**src/hdl/trle_pkg.sv**
```systemverilog
// ----------------------------------------------------------------------------
// trle_pkg
// Shared types and constants of the tile run-length expander: field
// positions of the code byte, result status codes, and the command and
// status groups between controller and datapath.
// ----------------------------------------------------------------------------
package trle_pkg;

    localparam int CODE_W   = 8;
    localparam int REP_W    = 3;
    localparam int REP_LSB  = 5;
    localparam int PAL_BIT  = 4;
    localparam int TILE_W   = 4;
    localparam int COUNT_W  = 16;
    localparam int STATUS_W = 2;
    localparam int OUT_DATA_W = 8;
    localparam int OUT_USER_W = 3;

    localparam logic [COUNT_W-1:0] COUNT_MAX   = {COUNT_W{1'b1}};
    localparam logic [COUNT_W-1:0] WIDTH_RESET = COUNT_W'(1);

    localparam logic [STATUS_W-1:0] STATUS_OK          = 2'd0;
    localparam logic [STATUS_W-1:0] STATUS_ZERO_REPEAT = 2'd1;
    localparam logic [STATUS_W-1:0] STATUS_BAD_COUNT   = 2'd2;

    typedef struct packed {
        logic accept;
        logic emit;
    } trle_cmd_t;

    typedef struct packed {
        logic left_nz;
        logic left_one;
    } trle_stat_t;

endpackage

```
**src/hdl/trle_ctrl.sv**
```systemverilog
// ----------------------------------------------------------------------------
// trle_ctrl
// Controller: takes one code byte in idle, then steps the datapath through
// its tile results one per cycle as the output register frees up.
// ----------------------------------------------------------------------------
module trle_ctrl
    import trle_pkg::*;
(
    input  logic       clk,
    input  logic       rst_n,
    input  logic       in_valid,
    output logic       in_ready,
    input  logic       out_ready,
    output logic       out_valid,
    input  trle_stat_t dp_stat,
    output trle_cmd_t  dp_cmd
);

    localparam logic ST_IDLE = 1'b0;
    localparam logic ST_RUN  = 1'b1;

    logic state_reg;
    logic state_next;
    logic out_valid_reg;
    logic out_valid_next;
    logic slot_free;

    assign slot_free = !out_valid_reg || out_ready;
    assign in_ready  = (state_reg == ST_IDLE);
    assign out_valid = out_valid_reg;

    always_comb
    begin
        state_next    = state_reg;
        dp_cmd.accept = 1'b0;
        dp_cmd.emit   = 1'b0;
        case (state_reg)
            ST_IDLE:
            begin
                if (in_valid)
                begin
                    dp_cmd.accept = 1'b1;
                    state_next    = ST_RUN;
                end
            end
            ST_RUN:
            begin
                if (!dp_stat.left_nz)
                begin
                    state_next = ST_IDLE;
                end
                else if (slot_free)
                begin
                    dp_cmd.emit = 1'b1;
                    if (dp_stat.left_one)
                    begin
                        state_next = ST_IDLE;
                    end
                end
            end
            default:
            begin
                state_next = ST_IDLE;
            end
        endcase
    end

    always_comb
    begin
        out_valid_next = out_valid_reg;
        if (dp_cmd.emit)
        begin
            out_valid_next = 1'b1;
        end
        else if (out_ready)
        begin
            out_valid_next = 1'b0;
        end
    end

    always_ff @(posedge clk or negedge rst_n)
    begin
        if (!rst_n)
        begin
            state_reg     <= ST_IDLE;
            out_valid_reg <= 1'b0;
        end
        else
        begin
            state_reg     <= state_next;
            out_valid_reg <= out_valid_next;
        end
    end

endmodule

```
**src/hdl/trle_dp.sv**
```systemverilog
// ----------------------------------------------------------------------------
// trle_dp
// Datapath: row width register, saturating row tile counter, discard flag,
// pending run registers and the output result register.
// ----------------------------------------------------------------------------
module trle_dp
    import trle_pkg::*;
(
    input  logic                  clk,
    input  logic                  rst_n,
    input  logic                  cfg_we,
    input  logic [COUNT_W-1:0]    cfg_data,
    input  logic [CODE_W-1:0]     code_byte,
    input  logic                  row_last_byte,
    input  trle_cmd_t             dp_cmd,
    output trle_stat_t            dp_stat,
    output logic [TILE_W-1:0]     tile_index,
    output logic                  palette_select,
    output logic                  run_last,
    output logic                  row_end,
    output logic [STATUS_W-1:0]   status
);

    logic [COUNT_W-1:0]  width_reg;
    logic [COUNT_W-1:0]  count_reg;
    logic [COUNT_W-1:0]  count_next;
    logic                discard_reg;
    logic                discard_next;
    logic [REP_W-1:0]    left_reg;
    logic [REP_W-1:0]    left_next;
    logic [TILE_W-1:0]   tile_reg;
    logic [TILE_W-1:0]   tile_next;
    logic                pal_reg;
    logic                pal_next;
    logic                last_reg;
    logic [STATUS_W-1:0] status_reg;
    logic [STATUS_W-1:0] status_next;

    logic [TILE_W-1:0]   out_tile_reg;
    logic                out_pal_reg;
    logic                out_run_last_reg;
    logic                out_row_end_reg;
    logic [STATUS_W-1:0] out_status_reg;

    logic [REP_W-1:0]    rep;
    logic [COUNT_W:0]    sum;
    logic [COUNT_W-1:0]  sat_count;

    assign rep       = code_byte[REP_LSB +: REP_W];
    assign sum       = {1'b0, count_reg} + (COUNT_W+1)'(rep);
    assign sat_count = sum[COUNT_W] ? COUNT_MAX : sum[COUNT_W-1:0];

    assign dp_stat.left_nz  = (left_reg != '0);
    assign dp_stat.left_one = (left_reg == REP_W'(1));

    always_comb
    begin
        count_next   = count_reg;
        discard_next = discard_reg;
        left_next    = left_reg;
        tile_next    = tile_reg;
        pal_next     = pal_reg;
        status_next  = status_reg;
        if (dp_cmd.accept)
        begin
            if (discard_reg)
            begin
                tile_next   = '0;
                pal_next    = 1'b0;
                status_next = STATUS_ZERO_REPEAT;
                if (row_last_byte)
                begin
                    left_next    = REP_W'(1);
                    count_next   = '0;
                    discard_next = 1'b0;
                end
                else
                begin
                    left_next = '0;
                end
            end
            else if (rep == '0)
            begin
                tile_next   = '0;
                pal_next    = 1'b0;
                status_next = STATUS_ZERO_REPEAT;
                left_next   = REP_W'(1);
                if (row_last_byte)
                begin
                    count_next = '0;
                end
                else
                begin
                    discard_next = 1'b1;
                end
            end
            else
            begin
                tile_next   = code_byte[TILE_W-1:0];
                pal_next    = code_byte[PAL_BIT];
                left_next   = rep;
                status_next = (row_last_byte && (sat_count != width_reg)) ?
                              STATUS_BAD_COUNT : STATUS_OK;
                count_next  = row_last_byte ? '0 : sat_count;
            end
        end
        else if (dp_cmd.emit)
        begin
            left_next = left_reg - REP_W'(1);
        end
    end

    always_ff @(posedge clk or negedge rst_n)
    begin
        if (!rst_n)
        begin
            width_reg   <= WIDTH_RESET;
            count_reg   <= '0;
            discard_reg <= 1'b0;
            left_reg    <= '0;
        end
        else
        begin
            if (cfg_we)
            begin
                width_reg <= cfg_data;
            end
            count_reg   <= count_next;
            discard_reg <= discard_next;
            left_reg    <= left_next;
        end
    end

    always_ff @(posedge clk)
    begin
        tile_reg   <= tile_next;
        pal_reg    <= pal_next;
        status_reg <= status_next;
        if (dp_cmd.accept)
        begin
            last_reg <= row_last_byte;
        end
        if (dp_cmd.emit)
        begin
            out_tile_reg     <= tile_reg;
            out_pal_reg      <= pal_reg;
            out_run_last_reg <= dp_stat.left_one;
            out_row_end_reg  <= dp_stat.left_one && last_reg;
            out_status_reg   <= dp_stat.left_one ? status_reg : STATUS_OK;
        end
    end

    assign tile_index     = out_tile_reg;
    assign palette_select = out_pal_reg;
    assign run_last       = out_run_last_reg;
    assign row_end        = out_row_end_reg;
    assign status         = out_status_reg;

endmodule

```
**src/hdl/tile_run_length_expander_unit.sv**
```systemverilog
// ----------------------------------------------------------------------------
// tile_run_length_expander_unit
// Expands run-length coded map row bytes into tile results with row checks.
// ----------------------------------------------------------------------------
// Each accepted code byte is taken in while idle, then hands over one tile per
// cycle while the output register is free: n tiles for a repeat count n (1 to
// 7), one for a zero-repeat byte, none for a discarded byte unless it is the
// last byte of its row. The single output register paces the tiles. A byte
// is not taken while the previous byte still has tiles left to hand over,
// but it is taken while the last tile waits in the output register.
// row_width may only be written while no byte is in progress.
module tile_run_length_expander_unit
    import trle_pkg::*;
(
    input  logic                  clk,
    input  logic                  rst_n,
    input  logic                  cfg_valid,
    output logic                  cfg_ready,
    input  logic [COUNT_W-1:0]    cfg_data,        // row_width
    input  logic                  s_axis_tvalid,
    output logic                  s_axis_tready,
    input  logic [CODE_W-1:0]     s_axis_tdata,    // [7:0] code_byte
    input  logic                  s_axis_tlast,    // row_last_byte
    output logic                  m_axis_tvalid,
    input  logic                  m_axis_tready,
    output logic [OUT_DATA_W-1:0] m_axis_tdata,    // [3:0] tile_index, [4] palette_select
    output logic [OUT_USER_W-1:0] m_axis_tuser,    // [0] run_last, [2:1] status
    output logic                  m_axis_tlast     // row_end
);

    trle_cmd_t           dp_cmd;
    trle_stat_t          dp_stat;
    logic [TILE_W-1:0]   tile_index;
    logic                palette_select;
    logic                run_last;
    logic [STATUS_W-1:0] status;

    assign cfg_ready = 1'b1;

    trle_ctrl u_ctrl
    (
        .clk       (clk),
        .rst_n     (rst_n),
        .in_valid  (s_axis_tvalid),
        .in_ready  (s_axis_tready),
        .out_ready (m_axis_tready),
        .out_valid (m_axis_tvalid),
        .dp_stat   (dp_stat),
        .dp_cmd    (dp_cmd)
    );

    trle_dp u_dp
    (
        .clk            (clk),
        .rst_n          (rst_n),
        .cfg_we         (cfg_valid && cfg_ready),
        .cfg_data       (cfg_data),
        .code_byte      (s_axis_tdata),
        .row_last_byte  (s_axis_tlast),
        .dp_cmd         (dp_cmd),
        .dp_stat        (dp_stat),
        .tile_index     (tile_index),
        .palette_select (palette_select),
        .run_last       (run_last),
        .row_end        (m_axis_tlast),
        .status         (status)
    );

    assign m_axis_tdata = {{(OUT_DATA_W-TILE_W-1){1'b0}}, palette_select, tile_index};
    assign m_axis_tuser = {status, run_last};

    // no tiles pending while a new transaction can be taken
    assert property (@(posedge clk) disable iff (!rst_n)
        s_axis_tready |-> !dp_stat.left_nz)
        else $error("tiles pending while input is ready");

    // input ready is low in the cycle after a taken transaction
    assert property (@(posedge clk) disable iff (!rst_n)
        (s_axis_tvalid && s_axis_tready) |=> !s_axis_tready)
        else $error("input ready right after a transaction");

    // row end only on the last tile of a run
    assert property (@(posedge clk) disable iff (!rst_n)
        (m_axis_tvalid && m_axis_tlast) |-> m_axis_tuser[0])
        else $error("row end without run last");

    // a non-ok status only on the last tile of a run
    assert property (@(posedge clk) disable iff (!rst_n)
        (m_axis_tvalid && (m_axis_tuser[2:1] != STATUS_OK)) |-> m_axis_tuser[0])
        else $error("error status on a tile that is not run last");

endmodule

```
**config.mk**
```make
export PLATFORM = sky130hd
export DESIGN_NAME = tile_run_length_expander_unit
export DESIGN_NICKNAME = d
export VERILOG_FILES = /design/src/hdl/trle_pkg.sv /design/src/hdl/trle_ctrl.sv /design/src/hdl/trle_dp.sv /design/src/hdl/tile_run_length_expander_unit.sv
export SDC_FILE = /design/constraint.sdc
export NUM_CORES = 1
export LEC_CHECK = 0
export ABC_AREA = 1
export BUFFER_PORTS_ARGS = -buffer_cell sky130_fd_sc_hd__buf_2
export CORE_ASPECT_RATIO = 0.7
export CORE_MARGIN = 8
export CORE_UTILIZATION = 40
export DETAILED_ROUTE_END_ITERATION = 8
export GPL_ROUTABILITY_DRIVEN = 0
export GPL_TIMING_DRIVEN = 0
export HOLD_SLACK_MARGIN = 0.12
export PLACE_DENSITY = 0.68
export SYNTH_ARGS = -nofsm -noshare
export SYNTH_HDL_FRONTEND = slang
export SYNTH_SLANG_ARGS = --single-unit
export TNS_END_PERCENT = 50
```
**constraint.sdc**
```tcl
create_clock -name clk -period 3.5 [get_ports clk]
set_clock_uncertainty 0.1 [all_clocks]
set_input_delay 0.175 -clock clk [delete_from_list [all_inputs] [get_ports clk]]
set_output_delay 0.175 -clock clk [all_outputs]
set_load 0.05 [all_outputs]
```
# [Word-level counts from Yosys, hierarchy flattened]
# Index checks and enable logic that the tools add are counted.
[op_classes] n_addsub=2 n_eq_ne=2 mux=25 bitwise_logic=1 n_reduce_logical=9
[op_table] op="16-bit two-way mux" n=5
[op_table] op="16-bit by 3-bit adder with 17-bit output" n=1
[op_table] op="16-bit inequality test" n=1
[op_table] op="1-bit two-way mux" n=14
[op_table] op="3-bit two-way mux" n=4
[op_table] op="2-bit nonzero test" n=2
[op_table] op="3-bit by 1-bit equality test with 1-bit output (second input constant)" n=1
[op_table] op="3-bit logical NOT" n=1
[op_table] op="3-bit nonzero test" n=1
[op_table] op="3-bit by 1-bit subtractor with 3-bit output (second input constant)" n=1
[op_table] op="1-bit logical AND" n=2
[op_table] op="2-bit two-way mux" n=1
[op_table] op="1-bit case mux with 2 select lines" n=1
[op_table] op="2-bit OR reduction" n=1
[op_table] op="1-bit logical NOT" n=1
[op_table] op="1-bit logical OR" n=1
[op_table] op="1-bit inverter" n=1
[totals] ff_bits=55 input_bits=30 out_inout_bits=15 word_cells=54

# [Depth between registers and ports, before layout]
# Gate-level depths: netlist of run 1.
[logic_depth] ltp_word=7 ltp_mapped=16 ltp_nobuf=16

# [Cells and area by module]
# Synthesis of run 1 repeated with hierarchy kept, for this count alone.
[hier_totals] hier_cells=462 area_unflattened_um2=3405.8
[modules_own_cells] module="trle_dp" n_inst=1 cells_per_inst=439 area_per_inst_um2=3244.4 seq_area_each_um2=1412.6
[modules_own_cells] module="trle_ctrl" n_inst=1 cells_per_inst=15 area_per_inst_um2=108.9 seq_area_each_um2=50.0
[modules_own_cells] module="tile_run_length_expander_unit" n_inst=1 cells_per_inst=8 area_per_inst_um2=52.6 seq_area_each_um2=0.0

# [Worst setup path after synthesis of run 1]
# OpenSTA, ideal clock, no wires.
[synth_timing] kind="reg-to-reg" start="register u_dp.count_reg[0]" end="register u_dp.status_reg[1] (data pin)" setup_time_ns=0.257 arrival_ns=1.974 t_required_ns=3.143 slack_ns=1.169 stages_incl_launch_ff=16 path_buffers=1 period_less_slack_ns=2.331 path_cell_list="dfrtp_1 ha_1 fa_1 nand2_1 nand2_2 nand2_4 nor2_8 nand2_2 buf_2 nand2_1 nand2_1 nand2_1 a21oi_2 nand2_1 nor2_1 a21oi_1"
[synth_between] elab_chain_len=5
[synth_rtl] item="from (decl)" line_no="trle_dp.sv:25" rtl="logic [COUNT_W-1:0] count_reg;"
[synth_rtl] item="from (signal assigned)" line_no="trle_dp.sv:128" rtl="count_reg <= count_next;"
[synth_rtl] item="16-bit by 3-bit adder with 17-bit output" line_no="trle_dp.sv:50" rtl="assign sum = {1'b0, count_reg} + (COUNT_W+1)'(rep);"
[synth_rtl] item="16-bit two-way mux" line_no="trle_dp.sv:51" rtl="assign sat_count = sum[COUNT_W] ? COUNT_MAX : sum[COUNT_W-1:0];"
[synth_rtl] item="16-bit inequality test" line_no="trle_dp.sv:102" rtl="status_next = (row_last_byte && (sat_count != width_reg)) ?"
[synth_rtl] item="1-bit logical AND" line_no="trle_dp.sv:102"
[synth_rtl] item="2-bit two-way mux" line_no="trle_dp.sv:102"
[synth_rtl] item="to (signal assigned)" line_no="trle_dp.sv:138" rtl="status_reg <= status_next;"
[synth_rtl] item="to (decl)" line_no="trle_dp.sv:36" rtl="logic [STATUS_W-1:0] status_reg;"
# No other way between the ends.
# A chain may end at the register's enable or synchronous reset.

# [Worst setup path in the final report of run 1]
# Ends and elaborated chain as after synthesis.

==> flow_summary.json, run 1 <==
{
  "drv_slew": 0,
  "max_cap_violations": 0,
  "avgSynthCellArea_um2": 7.45,
  "power_mw": 2.82,
  "synth_cells": 443,
  "cts-root-buf": "clkbuf_16",
  "core_um2": 7940,
  "cts_tree": "done",
  "clk_pin_slew_worst_paths_ns": 0.08,
  "hold_depth": 4,
  "synth-compound-area-share_pct": 13.3,
  "dr.pass1.iters": 5,
  "ys_seq_area_share_pct": 44.3,
  "power_leakage_nw": 1.99,
  "fin_util_pct": 50.9,
  "outcome": "complete, no violations",
  "synth_top_area_share_pct": 28.0,
  "wire_per_inst_um": 14.8,
  "final.period_utilization_pct": 84.5,
  "cts.sinks": 55,
  "fin_area_um2": 4040,
  "grt_use_total_pct": 16.1,
  "clock.fmax_ghz": 0.338,
  "grt_pass1_wl_um": 15200,
  "drt_iter0_drc": 285,
  "synth_warnings": 0,
  "slowest_stage": "dfrtp_1",
  "endpoint_kind": "flip-flop",
  "ant_nets": 0,
  "synthMuxAreaShare_pct": 0,
  "die_w_um": 125,
  "n_antenna_cell": 0,
  "crit_path_start_kind": "flip-flop",
  "slew-limit-headroom_pct": 37.1,
  "cts_buffers": 5,
  "cts_max_path_buffers": 2,
  "die_area_um2": 11500,
  "synthXorXnorAreaFrac_pct": 0.796,
  "register_area_um2": 1460,
  "seq_power_share_pct": 37.0,
  "multiInputGateArea_um2": 1500,
  "dp_hpwl_um": 6780,
  "netlist_top_cells_count": "nand2_1 (126), inv_1 (58), o21ai_0 (40)",
  "p_per_area_nw_per_um2": 698,
  "power_switching_mw": 1.28,
  "required_ns": 3.44,
  "finalWorstSetupSlack_ns": 0.543,
  "synthTopCellsByArea": "dfrtp_1 (28%), edfxtp_1 (15%), nand2_1 (14%), inv_1 (6.6%), o21ai_0 (6.1%)",
  "dpl_cell_area_um2": 3640,
  "critical_path_class": "reg -> reg",
  "start_util_pct": 41.6,
  "clock_latency_ns": 0.30,
  "netlist_area_um2": 3300,
  "setup_violations": 0,
  "internal_power_mw": 1.54,
  "rows": 27,
  "hold_slack_ns": 0.176,
  "drc": 0,
  "hold_viol_final": 0,
  "p_sw_share_pct": 45.4,
  "ys.flop_type": "dfrtp_1",
  "reg2reg_depth": 15,
  "ios": 45,
  "drive_gt1_share_pct": 14.1,
  "cp_max_fo": 10,
  "n_fill_cell": 785,
  "arrival_ns": 2.90,
  "finalSetupTns_ns": 0,
  "synthAdderAreaFrac_pct": 2.88,
  "post-synth-top-count-cell": "nand2_1",
  "grt_overflow": 0,
  "ys_seq_elements": 55,
  "ys_async_sr_fraction_pct": 69.1,
  "num_vias": 3155,
  "ys_types": 38,
  "path_cells": "ha_1 -> fa_1 -> nand2_1 -> nand2_2 -> nand2_4 -> nor2_8 -> nand2_2 -> buf_2 -> nand3_1 -> nand2_1 -> nand2_1 -> nor2_1 -> nand2_1 -> nor2_1 -> a21oi_1",
  "cpPeakStageDelay_ns": 0.41,
  "die_h_um": 92.0,
  "critPathTopFamily": "simple AND/OR/NAND/NOR gates",
  "ir_drop_uv": 542,
  "grt_pass1_vias": 3124,
  "synth_edf_count": 17,
  "dp_slack_ns": 0.635,
  "hold_class": "in -> reg",
  "synth_top_family_by_area": "simple AND/OR/NAND/NOR gates",
  "rsz0062_at_grt": "no",
  "post-route-min-period_ns": 2.96,
  "path_common_cell": "nand2_1",
  "vias_per_cell": 5.09,
  "dpl.cell_count": 586,
  "postCtsResizedCells": 0,
  "comb_power_share_pct": 45.2,
  "synth_area_leader_cell": "dfrtp_1",
  "area_delta_synth_final_pct": 22.4,
  "fin_cells": 620,
  "cts_max_level": 2,
  "critical_path_depth": 15,
  "grt_max_degree": 39,
  "wl_um": 9150,
  "path_buf_inv": 1,
  "worst_pin_slew_ns": 0.943,
  "antenna_found_initial": 0,
  "synth-simple-area-share_pct": 28.1,
  "final_nets": 555,
  "portBuffers": 40,
  "clockPowerShare_pct": 17.7
}
-- cell usage in the layout (no fill, tap or decap), types with 2 or more instances in the layout --
| cell | instances |
|---|---|
| nand2_1 | 126 |
| inv_1 | 58 |
| buf_2 | 43 |
| o21ai_0 | 40 |
| nor2_1 | 38 |
| dfrtp_1 | 37 |
| nand3_1 | 26 |
| dlygate4sd3_1 | 26 |
| a21oi_1 | 20 |
| edfxtp_1 | 17 |
| nand4_1 | 12 |
| clkbuf_1 | 8 |
| ha_1 | 6 |
| buf_4 | 6 |
| a31oi_1 | 5 |
| clkbuf_16 | 5 |
| nand2_2 | 4 |
| o21ai_1 | 4 |
| o31ai_1 | 4 |
| conb_1 | 4 |
| inv_2 | 3 |
| nor3_1 | 2 |
| clkinv_1 | 2 |
| nor2_2 | 2 |
| buf_6 | 2 |
| xor2_1 | 2 |
| a22oi_1 | 2 |
-- cells by family (layout without fill, tap and decap cells) --
logic type,after synthesis,after routing
adders and majority gates,7,7
buffers and inverters,81,155
and+or+nand+nor,215,215
xor gates and xnor gates,3,3
other,2,4
AOI/OAI and AO/OA,80,80
DFF,55,55
-- per-layer routing --
metal,up-vias,GRT usage [%],share of wire [%]
met3,6,4.89,7.4
met4,0,2.90,0.58
met5,-,0,0
met1,1460,22.3,49
met2,108,24.4,43
li1,1581,-,-
-- final timing paths --
check / start / to / slack (ns)
worst max-delay path: u_dp.count_reg[0] / u_dp.status_reg[1] / 0.54
worst min-delay path: s_axis_tdata[7] / u_dp.left_reg[2] / 0.18
worst max register to register: u_dp.count_reg[0] / u_dp.status_reg[1] / 0.54
max in group asynchronous: rst_n / u_dp.count_reg[12] / 2.27
worst min register to register: u_dp.tile_reg[1] / u_dp.tile_index[1] / 0.32
min in group asynchronous: rst_n / u_dp.count_reg[1] / 0.45
-- worst reg2reg max path, cell delays in order (launching register included) --
cell and delay [ns]:
dfrtp_1 0.41, ha_1 0.25, fa_1 0.41, nand2_1 0.10, nand2_2 0.08, nand2_4 0.11
nor2_8 0.06, nand2_2 0.08, buf_2 0.28, nand3_1 0.20, nand2_1 0.11, nand2_1 0.06
nor2_1 0.09, nand2_1 0.05, nor2_1 0.21, a21oi_1 0.10
-- final cells by class --
type | instances | share of cell area (%)
buffer | 19 | 2.79
clock buffer | 5 | 3.10
clock inverter | 3 | 0.495
inverter | 62 | 5.76
multi-input combinational | 309 | 37.2
sequential | 55 | 36.2
tap | 101 | 3.13
timing repair buffer | 66 | 11.4
-- repair_timing --
item,CTS,global route
hold buffers,26,0
buffers inserted,0,0
setup endpoints to repair,0,0
hold endpoints to repair,60,0
-- power groups by stage --
stage	Clock, mW	Sequential (mW)	Combinational [mW]
floorplan	0	1.14	0.824
global placement	0	1.04	1.21
detailed placement	0	1.05	1.24
CTS	0.512	1.04	1.27
global route	0.541	1.06	1.44
finish	0.501	1.04	1.28
Note: power is estimated with default switching activity, not from simulation.
==> inputs of run 2 (changes only) <==
--- a/config.mk
+++ b/config.mk
@@ -5,7 +5,7 @@
 export SDC_FILE = /design/constraint.sdc
 export NUM_CORES = 1
 export LEC_CHECK = 0
-export ABC_AREA = 1
+export ABC_AREA = 0
 export BUFFER_PORTS_ARGS = -buffer_cell sky130_fd_sc_hd__buf_2
 export CORE_ASPECT_RATIO = 0.7
 export CORE_MARGIN = 8
@@ -14,7 +14,7 @@
 export GPL_ROUTABILITY_DRIVEN = 0
 export GPL_TIMING_DRIVEN = 0
 export HOLD_SLACK_MARGIN = 0.12
-export PLACE_DENSITY = 0.68
+export PLACE_DENSITY = 0.7
 export SYNTH_ARGS = -nofsm -noshare
 export SYNTH_HDL_FRONTEND = slang
 export SYNTH_SLANG_ARGS = --single-unit
==> constraint.sdc (replaced) <==
create_clock -name clk -period 2.65 [get_ports clk]
set_clock_uncertainty 0.1 [all_clocks]
set_input_delay 0.1325 -clock clk [delete_from_list [all_inputs] [get_ports clk]]
set_output_delay 0.1325 -clock clk [all_outputs]
set_load 0.05 [all_outputs]
==> flow_summary.json, run 2 <==
{
  "drc": 0,
  "antenna_found_initial": 0,
  "outcome": "finished with violations",
  "num_vias": 2841,
  "p_per_area_nw_per_um2": 816,
  "ys_seq_elements": 55,
  "clock_latency_ns": 0.30,
  "power_leakage_nw": 1.83,
  "power_mw": 3.53,
  "grt_use_total_pct": 16.2,
  "fin_util_pct": 55.0,
  "ant_nets": 0,
  "start_util_pct": 41.1,
  "cts_max_path_buffers": 2,
  "synth_warnings": 0,
  "synth_area_leader_cell": "dfrtp_1",
  "rows": 27,
  "dr.pass1.iters": 5,
  "drive_gt1_share_pct": 32.1,
  "hold_slack_ns": 0.238,
  "cts_tree": "done",
  "synth_edf_count": 17,
  "grt_pass1_wl_um": 14600,
  "hold_viol_final": 0,
  "mostFrequentLayoutCells": "buf_2 (41), dfrtp_1 (37), dlygate4sd3_1 (27), a21oi_1 (25), nand2_1 (22)",
  "cts.sinks": 55,
  "avgSynthCellArea_um2": 10.2,
  "cts_max_level": 2,
  "ys_seq_area_share_pct": 45.2,
  "arrival_ns": 2.80,
  "final_common_cell": "buf_2",
  "portBuffers": 39,
  "failed_checks": "setup timing",
  "hp-start": "s_axis_tdata[5]",
  "setup_violations": 1,
  "startpoint": "u_dp.count_reg[0]",
  "drv_slew": 0,
  "n_antenna_cell": 0,
  "synth_cells": 318,
  "netlist_area_um2": 3230,
  "max_cap_violations": 0,
  "finalSetupTns_ns": -0.211,
  "wire_per_inst_um": 17.6,
  "die_h_um": 91.2,
  "slew-limit-headroom_pct": 40.3,
  "clk_pin_slew_worst_paths_ns": 0.07,
  "grt_pass1_vias": 2863,
  "post-synth-top-count-cell": "dfrtp_1",
  "worstReg2RegStart": "u_dp.count_reg[0]",
  "cp_max_fo": 6,
  "final.period_utilization_pct": 108,
  "ys_types": 64,
  "post-route-min-period_ns": 2.86,
  "die_w_um": 123,
  "clock.fmax_ghz": 0.349,
  "finalWorstSetupSlack_ns": -0.211,
  "dp_slack_ns": -0.340,
  "die_area_um2": 11300,
  "crit_path_start_kind": "flip-flop",
  "synthTopCellsByArea": "dfrtp_1 (29%), edfxtp_1 (16%), mux2_2 (5.2%), a21oi_1 (4.0%), o21ai_0 (2.9%)",
  "ios": 45,
  "worst_pin_slew_ns": 0.896,
  "netlist_top_cells_count": "dfrtp_1 (37), a21oi_1 (26), nand2_1 (24)",
  "grt_overflow": 0,
  "ys.flop_type": "dfrtp_1",
  "cts_buffers": 5,
  "hold_class": "in -> reg",
  "required_ns": 2.59,
  "dp_hpwl_um": 5930,
  "endpoint_kind": "flip-flop",
  "core_um2": 7870,
  "synth_top_area_share_pct": 28.6,
  "area_delta_synth_final_pct": 33.9,
  "grt_max_degree": 39,
  "rsz0062_at_grt": "yes",
  "final_nets": 441,
  "ys_async_sr_fraction_pct": 69.1,
  "critical_path_class": "reg -> reg",
  "wl_um": 8900,
  "ir_drop_uv": 713,
  "vias_per_cell": 5.61,
  "drt_iter0_drc": 272,
  "cts-root-buf": "clkbuf_16"
}
-- run 2: changes by cell type after synthesis, moves of 10 or more --
cell / delta
inv_1: -46
mux2_2: +15
nand3_1: -19
nor2_1: -16
o21ai_0: -21
nand2_1: -102
and2_1: +10
-- run 2: kinds of logic (layout without fill, tap and decap cells) --
| family | Yosys count | in the layout | synth area share [%] |
|---|---|---|---|
| buffers and inverters | 34 | 119 | 5.26 |
| multiplexers | 18 | 18 | 6.15 |
| AO/OA/AOI/OAI | 84 | 84 | 18.0 |
| AND/OR/NAND/NOR | 99 | 99 | 16.7 |
| adder cells (fa/ha/maj) | 7 | 7 | 2.94 |
| XOR/XNOR | 19 | 19 | 5.57 |
| other | 2 | 4 | 0.232 |
| flip-flops | 55 | 55 | 45.2 |
-- run 2: repair_timing --
action / CTS / global route
pin swaps: 13 / 11
endpoints found under the setup margin: 12 / 2
hold endpoints to repair: 64 / 0
gates resized for setup: 14 / 17
buffers inserted: 14 / 1
hold buffers: 27 / 0
-- run 2: power breakdown --
part	leakage [nW]	internal (mW)	switching, mW
sequential	0.639	1.10	0.113
clock	0.0911	0.542	0.307
combinational	1.10	0.518	0.948
-- run 2: per-stage QoR --
stage	std cells	instance area (um^2)
global route	506	4330
CTS	507	4230
finish	506	4330
floorplan	320	3280
global placement	460	3600
detailed placement	460	3600
-- run 2: layer usage --
| metal | share of wire (%) | GRT usage (%) |
|---|---|---|
| met3 | 8.6 | 3.96 |
| met1 | 43 | 21.9 |
| met5 | 0 | 0 |
| met4 | 2.2 | 5.19 |
| met2 | 46 | 24.7 |
-- run 2: worst max-delay path, cell delays in order, from the launching register on --
cell and delay, ns:
dfrtp_1 0.41, ha_4 0.19, fa_2 0.44, a21oi_4 0.27
nor3_4 0.08, and2_4 0.20, or4_4 0.44, a311oi_4 0.31
a31oi_4 0.14
-- run 2: path summary, 6_finish.rpt --
check / endpoint / slack (ns) / cells past startpoint
max reg2reg: u_dp.status_reg[1] / -0.21 / 8
min reg2reg: u_dp.tile_index[3] / 0.33 / 0
max in group asynchronous: u_dp.width_reg[12] / 1.49 / 2
min in group asynchronous: u_dp.count_reg[4] / 0.39 / 2
min: u_dp.discard_reg / 0.24 / 4
max: u_dp.status_reg[1] / -0.21 / 8
-- run 2: area by class of cell --
type                    instances  area (um^2)
fillers                       659         3540
multi-input cells             231         1820
flip-flops and latches         55         1460
repair buffers                 81          591
clock buffers                   6          129
well taps                     101          126
plain buffers                  17         98.8
clock inverters                 2         60.1
inverters                      13         48.8
==> inputs of run 3 (changes only) <==
--- a/config.mk
+++ b/config.mk
@@ -5,8 +5,9 @@
 export SDC_FILE = /design/constraint.sdc
 export NUM_CORES = 1
 export LEC_CHECK = 0
-export ABC_AREA = 0
+export ABC_AREA = 1
 export BUFFER_PORTS_ARGS = -buffer_cell sky130_fd_sc_hd__buf_2
+export CAP_MARGIN = 20
 export CORE_ASPECT_RATIO = 0.7
 export CORE_MARGIN = 8
 export CORE_UTILIZATION = 40
==> flow_summary.json, run 3 (synthesis gave the netlist of run 1 again) <==
{
  "finalWorstSetupSlack_ns": 0.0558,
  "worstReg2RegStart": "u_dp.count_reg[0]",
  "grt_pass1_vias": 3025,
  "clockPowerShare_pct": 20.1,
  "drv_slew": 0,
  "wl_um": 9060,
  "n_fill_cell": 763,
  "dpl_cell_area_um2": 3640,
  "worst_pin_slew_ns": 0.924,
  "cts_tree": "done",
  "cp_max_fo": 6,
  "fin_util_pct": 52.6,
  "power_leakage_nw": 2.07,
  "final.period_utilization_pct": 97.9,
  "grt_overflow": 0,
  "critical_path_class": "reg -> reg",
  "drive_gt1_share_pct": 15.9,
  "comb_power_share_pct": 44.2,
  "worst_r2r_endpoint": "u_dp.status_reg[1]",
  "reg2reg_slack_ns": 0.06,
  "rows": 27,
  "power_mw": 3.88,
  "cts_max_path_buffers": 2,
  "clock.fmax_ghz": 0.385,
  "clk_pin_slew_worst_paths_ns": 0.07,
  "crit_path_start_kind": "flip-flop",
  "hold_depth": 4,
  "slew-limit-headroom_pct": 38.4,
  "ios": 45,
  "rsz0062_at_grt": "yes",
  "post-route-min-period_ns": 2.59,
  "required_ns": 2.59,
  "arrival_ns": 2.54,
  "drt_iter0_drc": 284,
  "clock_latency_ns": 0.30,
  "endpoint_kind": "flip-flop",
  "finalSetupTns_ns": 0,
  "max_cap_violations": 0,
  "seq_power_share_pct": 35.7,
  "fin_area_um2": 4170,
  "p_sw_share_pct": 44.1,
  "hold_viol_final": 0,
  "cts-root-buf": "clkbuf_16",
  "start_util_pct": 41.6,
  "area_delta_synth_final_pct": 26.4,
  "mostFrequentLayoutCells": "nand2_1 (126), inv_1 (58), buf_2 (42), o21ai_0 (40)",
  "cts.sinks": 55,
  "final_common_cell": "nand2_1",
  "hp-start": "s_axis_tdata[7]",
  "p_per_area_nw_per_um2": 930,
  "core_um2": 7940,
  "hold_path_end": "u_dp.left_reg[2]",
  "fin_cells": 623,
  "dr.pass1.iters": 5,
  "reg2reg_depth": 14,
  "dp_slack_ns": -0.0389,
  "cts_max_level": 2,
  "die_w_um": 125,
  "grt_pass1_wl_um": 14800,
  "ir_drop_uv": 536,
  "grt_use_total_pct": 15.6,
  "die_h_um": 92.0,
  "antenna_found_initial": 0,
  "dp_hpwl_um": 6680,
  "setup_violations": 0,
  "outcome": "complete, no violations",
  "drc": 0,
  "vias_per_cell": 5.21,
  "grt_max_degree": 39,
  "n_antenna_cell": 0,
  "hold_class": "in -> reg",
  "internal_power_mw": 2.17,
  "register_area_um2": 1460,
  "final_nets": 558,
  "dpl.cell_count": 586,
  "cts_buffers": 5,
  "power_switching_mw": 1.71,
  "die_area_um2": 11500,
  "wire_per_inst_um": 14.5,
  "portBuffers": 40,
  "hold_slack_ns": 0.159,
  "ant_nets": 0,
  "num_vias": 3246,
  "multiInputGateArea_um2": 1530
}
-- run 3: what timing repair did --
| action | CTS | global route |
|---|---|---|
| endpoints found under the setup margin | 1 | 4 |
| resized for setup | 2 | 13 |
| setup buffers | 0 | 1 |
| hold buffers | 26 | 0 |
| gates cloned | 0 | 2 |
| endpoints found under the hold margin | 61 | 0 |
| pin swaps | 0 | 0 |
-- run 3: how the worst max path moves through the flow --
stage                              end  depth (start not counted)              start  slack, ns
floorplan           u_dp.status_reg[1]                         15  u_dp.count_reg[0]       0.32
global placement    u_dp.status_reg[1]                         15  u_dp.count_reg[0]     -0.008
detailed placement  u_dp.status_reg[1]                         14  u_dp.count_reg[0]      -0.04
CTS                 u_dp.status_reg[1]                         15  u_dp.count_reg[0]      0.005
global route        u_dp.status_reg[1]                         15  u_dp.count_reg[0]      -0.03
finish              u_dp.status_reg[1]                         14  u_dp.count_reg[0]       0.06
-- run 3: layout make-up --
| class | instances | share of cell area, % |
|---|---|---|
| buffer | 19 | 3.06 |
| tap | 101 | 3.03 |
| clock inverter | 2 | 0.839 |
| multi-input combinational | 309 | 36.7 |
| timing repair buffer | 69 | 12.4 |
| clock buffer | 6 | 3.33 |
| sequential | 55 | 35.0 |
| inverter | 62 | 5.58 |
-- run 3: power groups by stage --
| stage | registers [mW] | logic [mW] | clock network [mW] |
|---|---|---|---|
| final | 1.38 | 1.72 | 0.781 |
| after global routing | 1.42 | 1.92 | 0.829 |
| after CTS | 1.37 | 1.69 | 0.796 |
| after detailed placement | 1.39 | 1.64 | 0 |
| after global placement | 1.38 | 1.61 | 0 |
| after floorplan | 1.51 | 1.09 | 0 |
-- run 3: critical path, stage by stage (launching register included) --
cell and delay [ns]:
dfrtp_1 0.43, ha_4 0.20, fa_2 0.35, nand2_1 0.09, nand2_2 0.08, nand2_4 0.11, nor2_8 0.07, nand2_4 0.10
buf_8 0.14, buf_8 0.12, nand3_1 0.08, a21oi_2 0.15, nand2_1 0.08, nor2_1 0.13, a21oi_1 0.11
-- run 3: routing by layer --
layer,wire length [um],global-route usage [%],vias to the layer above
met2,3940,23.2,119
met5,0,0,-
met1,4310,21.9,1532
met4,95,3.60,0
met3,707,4.26,12
li1,-,-,1583
